$ cat src/hw/rtl/slfp_pkg.sv
// shared types and constants for the sync/length frame parser
// no dependencies; imported by every module of the block
`default_nettype none

package slfp_pkg;

  localparam int unsigned ByteW = 8;
  localparam int unsigned LenW = 16;
  localparam int unsigned KindW = 2;
  localparam int unsigned CfgAddrW = 2;
  localparam int unsigned CfgDataW = 16;
  localparam int unsigned OutDataW = 2 * ByteW + LenW;

  localparam logic [ByteW-1:0] SyncReset = 8'hAA;
  localparam logic [LenW-1:0] MaxLenReset = 16'hFFFF;

  localparam logic [CfgAddrW-1:0] CFG_ENABLE = 2'd0;
  localparam logic [CfgAddrW-1:0] CFG_SYNC = 2'd1;
  localparam logic [CfgAddrW-1:0] CFG_MAX_LEN = 2'd2;

  localparam logic [KindW-1:0] KIND_DATA = 2'd0;
  localparam logic [KindW-1:0] KIND_EMPTY = 2'd1;
  localparam logic [KindW-1:0] KIND_DROP = 2'd2;

  typedef enum logic [4:0] {
    PH_HUNT = 5'b00001,
    PH_ID = 5'b00010,
    PH_LEN_LO = 5'b00100,
    PH_LEN_HI = 5'b01000,
    PH_DATA = 5'b10000
  } phase_t;

  typedef struct packed {
    logic enable;
    logic [ByteW-1:0] sync_value;
    logic [LenW-1:0] max_payload_len;
  } cfg_t;

  typedef struct packed {
    logic [KindW-1:0] kind;
    logic [ByteW-1:0] frame_id;
    logic [LenW-1:0] frame_len;
    logic [ByteW-1:0] payload_byte;
    logic last;
  } result_t;

endpackage

`default_nettype wire

$ cat src/hw/rtl/slfp_in_stage.sv
// input register for received bytes
// depends on slfp_pkg
`default_nettype none

module slfp_in_stage (
  input wire logic clk,
  input wire logic rst,
  input wire logic s_tvalid,
  output logic s_tready,
  input wire logic [slfp_pkg::ByteW-1:0] s_tdata,
  input wire logic adv,
  output logic in_valid,
  output logic [slfp_pkg::ByteW-1:0] in_byte
);
  import slfp_pkg::*;

  assign s_tready = !in_valid || adv;

  always_ff @(posedge clk) begin
    if (rst) begin
      in_valid <= 1'b0;
    end else if (s_tready) begin
      in_valid <= s_tvalid;
    end
  end

  always_ff @(posedge clk) begin
    if (s_tvalid && s_tready) begin
      in_byte <= s_tdata;
    end
  end

endmodule

`default_nettype wire

$ cat src/hw/rtl/slfp_core.sv
// frame state machine: sync hunt, header capture, payload tagging
// depends on slfp_pkg
`default_nettype none

module slfp_core (
  input wire logic clk,
  input wire logic rst,
  input wire logic adv,
  input wire logic [slfp_pkg::ByteW-1:0] in_byte,
  input wire slfp_pkg::cfg_t cfg,
  output logic res_valid,
  output slfp_pkg::result_t res
);
  import slfp_pkg::*;

  phase_t phase, phase_next;
  logic [ByteW-1:0] held_id, held_id_next;
  logic [LenW-1:0] held_len, held_len_next;
  logic [LenW-1:0] bytes_left, bytes_left_next;
  logic [LenW-1:0] len_full;
  logic [LenW-1:0] left_dec;

  assign len_full = {in_byte, held_len[ByteW-1:0]};
  assign left_dec = bytes_left - LenW'(1);

  always_comb begin
    phase_next = phase;
    held_id_next = held_id;
    held_len_next = held_len;
    bytes_left_next = bytes_left;
    res_valid = 1'b0;
    res.kind = KIND_DATA;
    res.payload_byte = '0;
    res.last = 1'b1;
    if (cfg.enable) begin
      unique case (phase)
        PH_ID: begin
          held_id_next = in_byte;
          phase_next = PH_LEN_LO;
        end
        PH_LEN_LO: begin
          held_len_next = {{(LenW-ByteW){1'b0}}, in_byte};
          phase_next = PH_LEN_HI;
        end
        PH_LEN_HI: begin
          held_len_next = len_full;
          if (len_full == '0) begin
            phase_next = PH_HUNT;
            bytes_left_next = '0;
            res_valid = 1'b1;
            res.kind = KIND_EMPTY;
          end else if (len_full > cfg.max_payload_len) begin
            phase_next = PH_HUNT;
            bytes_left_next = '0;
            res_valid = 1'b1;
            res.kind = KIND_DROP;
          end else begin
            bytes_left_next = len_full;
            phase_next = PH_DATA;
          end
        end
        PH_DATA: begin
          bytes_left_next = left_dec;
          res_valid = 1'b1;
          res.kind = KIND_DATA;
          res.payload_byte = in_byte;
          res.last = (left_dec == '0);
          if (left_dec == '0) begin
            phase_next = PH_HUNT;
          end
        end
        default: begin
          phase_next = (in_byte == cfg.sync_value) ? PH_ID : PH_HUNT;
        end
      endcase
    end
    // header fields go out as they stand after this byte
    res.frame_id = held_id_next;
    res.frame_len = held_len_next;
  end

  always_ff @(posedge clk) begin
    if (rst) begin
      phase <= PH_HUNT;
      held_id <= '0;
      held_len <= '0;
      bytes_left <= '0;
    end else if (adv) begin
      phase <= phase_next;
      held_id <= held_id_next;
      held_len <= held_len_next;
      bytes_left <= bytes_left_next;
    end
  end

endmodule

`default_nettype wire

$ cat src/hw/rtl/slfp_out_reg.sv
// result register driving the master stream
// depends on slfp_pkg
`default_nettype none

module slfp_out_reg (
  input wire logic clk,
  input wire logic rst,
  input wire logic load,
  input wire slfp_pkg::result_t res,
  output logic m_tvalid,
  input wire logic m_tready,
  output logic [slfp_pkg::OutDataW-1:0] m_tdata,
  output logic [slfp_pkg::KindW-1:0] m_tuser,
  output logic m_tlast
);
  import slfp_pkg::*;

  always_ff @(posedge clk) begin
    if (rst) begin
      m_tvalid <= 1'b0;
    end else if (load) begin
      m_tvalid <= 1'b1;
    end else if (m_tready) begin
      m_tvalid <= 1'b0;
    end
  end

  always_ff @(posedge clk) begin
    if (load) begin
      m_tdata <= {res.payload_byte, res.frame_len, res.frame_id};
      m_tuser <= res.kind;
      m_tlast <= res.last;
    end
  end

endmodule

`default_nettype wire

$ cat src/hw/rtl/sync_length_frame_parser.sv
// top level of the sync/length frame parser: config registers and stage wiring
// depends on slfp_pkg, slfp_in_stage, slfp_core, slfp_out_reg
//
// channel   dir  fields
// s_*       in   tdata[7:0] rx_byte
// m_*       out  tdata[7:0] frame_id, [23:8] frame_len, [31:24] payload_byte;
//                tuser[1:0] kind; tlast last
// cfg_*     in   cfg_addr 0 enable, 1 sync_value, 2 max_payload_len
//
// one byte per cycle unless the result register stalls; m_tvalid rises after the
// s_* accept edge (input register, then frame state machine into result register)
// a byte advances when the result register is empty or being taken
// rst clears config to defaults, the phase to hunting and both stages to empty
`default_nettype none

module sync_length_frame_parser (
  input wire logic clk,
  input wire logic rst,
  input wire logic s_tvalid,
  output logic s_tready,
  input wire logic [7:0] s_tdata,  // rx_byte
  output logic m_tvalid,
  input wire logic m_tready,
  output logic [31:0] m_tdata,  // frame_id, frame_len, payload_byte
  output logic [1:0] m_tuser,  // kind
  output logic m_tlast,
  input wire logic cfg_we,
  input wire logic [slfp_pkg::CfgAddrW-1:0] cfg_addr,
  input wire logic [slfp_pkg::CfgDataW-1:0] cfg_wdata
);
  import slfp_pkg::*;

  cfg_t cfg;
  logic in_valid;
  logic [ByteW-1:0] in_byte;
  logic adv;
  logic res_valid;
  result_t res;

  assign adv = in_valid && (!m_tvalid || m_tready);

  always_ff @(posedge clk) begin
    if (rst) begin
      cfg.enable <= 1'b0;
      cfg.sync_value <= SyncReset;
      cfg.max_payload_len <= MaxLenReset;
    end else if (cfg_we) begin
      unique case (cfg_addr)
        CFG_ENABLE: cfg.enable <= cfg_wdata[0];
        CFG_SYNC: cfg.sync_value <= cfg_wdata[ByteW-1:0];
        CFG_MAX_LEN: cfg.max_payload_len <= cfg_wdata[LenW-1:0];
        default: ;
      endcase
    end
  end

  slfp_in_stage u_in (
    .clk(clk),
    .rst(rst),
    .s_tvalid(s_tvalid),
    .s_tready(s_tready),
    .s_tdata(s_tdata),
    .adv(adv),
    .in_valid(in_valid),
    .in_byte(in_byte)
  );

  slfp_core u_core (
    .clk(clk),
    .rst(rst),
    .adv(adv),
    .in_byte(in_byte),
    .cfg(cfg),
    .res_valid(res_valid),
    .res(res)
  );

  slfp_out_reg u_out (
    .clk(clk),
    .rst(rst),
    .load(adv && res_valid),
    .res(res),
    .m_tvalid(m_tvalid),
    .m_tready(m_tready),
    .m_tdata(m_tdata),
    .m_tuser(m_tuser),
    .m_tlast(m_tlast)
  );

  a_ctrl_result_closes: assert property (@(posedge clk) disable iff (rst)
    m_tvalid && m_tuser != KIND_DATA |-> m_tlast && m_tdata[31:24] == '0)
    else $error("empty/drop word not marked last or carries data");

  a_empty_zero_len: assert property (@(posedge clk) disable iff (rst)
    m_tvalid && m_tuser == KIND_EMPTY |-> m_tdata[23:8] == '0)
    else $error("empty-frame word with nonzero length");

  a_disabled_silent: assert property (@(posedge clk) disable iff (rst)
    adv && !cfg.enable && !m_tvalid |=> !m_tvalid)
    else $error("word produced while parser disabled");

  a_reset_empty: assert property (@(posedge clk)
    rst |=> !m_tvalid && s_tready)
    else $error("stages not empty after reset");

endmodule

`default_nettype wire

$ cat config.mk
export PLATFORM = sky130hd
export DESIGN_NAME = sync_length_frame_parser
export DESIGN_NICKNAME = d
export VERILOG_FILES = /design/src/hw/rtl/slfp_pkg.sv /design/src/hw/rtl/slfp_in_stage.sv /design/src/hw/rtl/slfp_core.sv /design/src/hw/rtl/slfp_out_reg.sv /design/src/hw/rtl/sync_length_frame_parser.sv
export SDC_FILE = /design/constraint.sdc
export NUM_CORES = 1
export LEC_CHECK = 0
export BUFFER_PORTS_ARGS = -buffer_cell sky130_fd_sc_hd__buf_2
export CORE_ASPECT_RATIO = 0.7
export CORE_UTILIZATION = 60
export DETAILED_ROUTE_END_ITERATION = 10
export PLACE_DENSITY = 0.86
export SLEW_MARGIN = 10
export SYNTH_ARGS = -nofsm -noshare
export SYNTH_HDL_FRONTEND = slang
export SYNTH_SLANG_ARGS = --single-unit
$ cat constraint.sdc
create_clock -name clk -period 12.58 [get_ports clk]
set_clock_uncertainty 0.2 [all_clocks]
set_input_delay 2.516 -clock clk [delete_from_list [all_inputs] [get_ports clk]]
set_output_delay 2.516 -clock clk [all_outputs]
set_load 0.02 [all_outputs]
==> metrics <==
Synth warnings 0; Reg-to-Reg Start u_in.in_byte[6]; postcts setup bufs 0; Slew Viols, Final 0; Area after DPL 5877 µm²; clk sinks between 100 and 150; number of synthesized flops with an enable pin 43; CTS root buf clkbuf_16; synthesis-to-layout area growth 16.56%; CP max stage cell nor2b_1; IO Port Bufs 67; Worst-Margin Slew around 1.3 ns; WS Path Type in2out; global-route wire length before repair roughly 22000 µm; worst hold path startpoint cfg[23]; Final HPWL DP just over 9000 µm; core region area 8653 µm²; Crit Path Max Fanout 3; library cells used by synthesis 56; vias in the first global route between 4000 and 5000; Period Utilization, post-route 46.01%; Worst path top cell family by delay simple AND/OR/NAND/NOR gates; ANT cells 0; Worst Setup End Kind primary output; Startpoint Class input port; unrepaired setup endpoints after global routing false; P per Cell Area 136.9 nW/µm²; CTS Buf Count 17; Starting Density a little under two thirds; fmax approximately 0.17 GHz; fill cell count 609; final core utilization 74.10%; final worst setup slack just under 7 ns; Buf+Inv Stages, Crit Path 2; Post-Syn Area per Cell around 9.6 µm²; commonest non-fill, non-tap cell in the layout dfxtp_1; Final Cell Area roughly 6400 µm²; CP most frequent cell buf_2; final hold slack around 0.3 ns; Worst slew margin roughly 15%; drt via density roughly 6.3; Vias 4800; Synth Instances 573; Die Wd ~120 µm; dominant synthesized flop cell dfxtp_1; Layout Cells excl Fill 760; GP Congestion just over 0.9; sequential area share after synthesis approximately half; post_cts resized 0; CTS tree done; Final Hold Viols 0; most frequent cells in the layout 72 x dfxtp_1, 67 x buf_2, 62 x nor2_1; area of the multi-input gates between 2000 and 3000 µm²; Clk pin slew, worst setup/hold paths around 0.060 ns; post-synthesis register bit count approximately 120; post-route antenna net violation count 0; DRC viols 0; Peak VDD IR 0.1357 mV; pre-CTS setup slack 6.802 ns; Congestion Overflow GR 0; TNS Setup 0 ns; maximum clock path buffer count 2; leakage power ~2.7 nW; per-cell routed wire length ~19 µm; outcome complete, no violations; Tmin final around 5.8 ns; # setup viols final 0; Largest stage delay, worst path roughly 0.19 ns; Inst Count DP about 730; H-tree levels 4; Pwr Total 0.8776 mW; row count 28; DRT Wirelength ~14000 µm; I/O Pins 68; Register Area 2733 µm²; Hold Path Stages 1; cts hold-fix bufs 0; Worst Reg-to-Reg Cells 6; Post-synth ARST share 0%; share of layout cells above drive strength 1 between 15 and 20%; cell chain of the critical path buf_2 > nor2b_1 > nand2_1 > buf_2; largest net degree at the start of global routing 72; maxcap violations 0; WP data required around 9.9 ns; Die Ht around 80 µm; Worst Hold Class reg2reg; 1st-iter DRT viols 609; initial antenna violation count 0; Skew-Pair Late Insertion Delay about 0.42 ns; total track usage 32.05%; drt first pass iters 5; Nets between 600 and 700; Post-Syn Area between 5000 and 6000 µm²; CP startpoint m_tready; syn_nets between 600 and 700; CP arrival between 3 and 4 ns; die area approximately 9600 µm²; Stages on worst setup path 4
==> worst reg2reg max path, cell delays in order (launching register included) <==
cell	delay [ns]
edfxtp_1	0.61
ha_1	0.42
nand4_1	0.19
nor4_1	0.49
a21boi_1	0.38
o31ai_4	0.26
a21oi_4	1.05
==> where the power goes <==
group | switching, mW | total (mW) | internal, mW | leakage (nW)
logic | 0.0246 | 0.0412 | 0.0166 | 1.43
registers | 0.0115 | 0.404 | 0.392 | 0.967
clock network | 0.181 | 0.433 | 0.251 | 0.252
total | 0.217 | 0.878 | 0.660 | 2.65
==> kinds of logic after synthesis <==
group | after synthesis | share of synthesized area, %
adders and majority gates | 18 | 4.094
buffers and inverters | 59 | 4.253
DFF | 115 | 49.67
and+or+nand+nor | 222 | 19.67
AOI/OAI and AO/OA | 121 | 15.44
muxes | 27 | 5.117
xor gates and xnor gates | 11 | 1.751
==> metal layers <==
metal	track usage, %	share of wire [%]	vias up
met5	0	0	-
met4	10.51	2.3	0
met3	9.635	9.6	39
met2	51.54	46	282
met1	41.65	42	2277
li1	-	-	2202
==> cell usage after synthesis (11+ instances only) <==
cell type,instances,share of area (%)
dfxtp_1,72,26
nor2_1,62,4.2
nand2_1,56,3.8
edfxtp_1,43,23
a21oi_1,40,3.6
clkbuf_1,30,2.0
inv_1,24,1.6
ha_1,18,4.1
mux2i_1,18,3.3
nand4_1,17,1.9
a211o_1,16,2.5
nand3_1,16,1.5
nand2b_1,15,1.7
nor3_1,14,1.3
o21ai_0,11,1.0
==> final cells by class <==
| class | instances | area share (%) |
|---|---|---|
| sequential | 115 | 42.61 |
| multi-input combinational | 399 | 39.71 |
| clock buffer | 17 | 6.634 |
| timing repair buffer | 70 | 5.580 |
| tap | 120 | 2.341 |
| clock inverter | 15 | 1.717 |
| inverter | 24 | 1.405 |
==> path summary, 6_finish.rpt <==
check / slack [ns] / to
worst max-delay path: 6.79 / s_tready
worst min-delay path: 0.30 / cfg[23]
worst max register to register: 8.58 / u_out.m_tdata[2]
worst min register to register: 0.30 / cfg[23]
==> state kept, by name (all words and copies together), names as in the netlist <==
signal,cells
u_core.held_len,16
u_out.m_tlast,1
u_out.m_tdata,32
u_core.bytes_left,16
u_out.m_tuser,2
u_core.phase,5
u_out.m_tvalid,1
cfg,25
u_in.in_valid,1
u_core.held_id,8
u_in.in_byte,8
No activity file was read; power rests on OpenSTA's default activity.
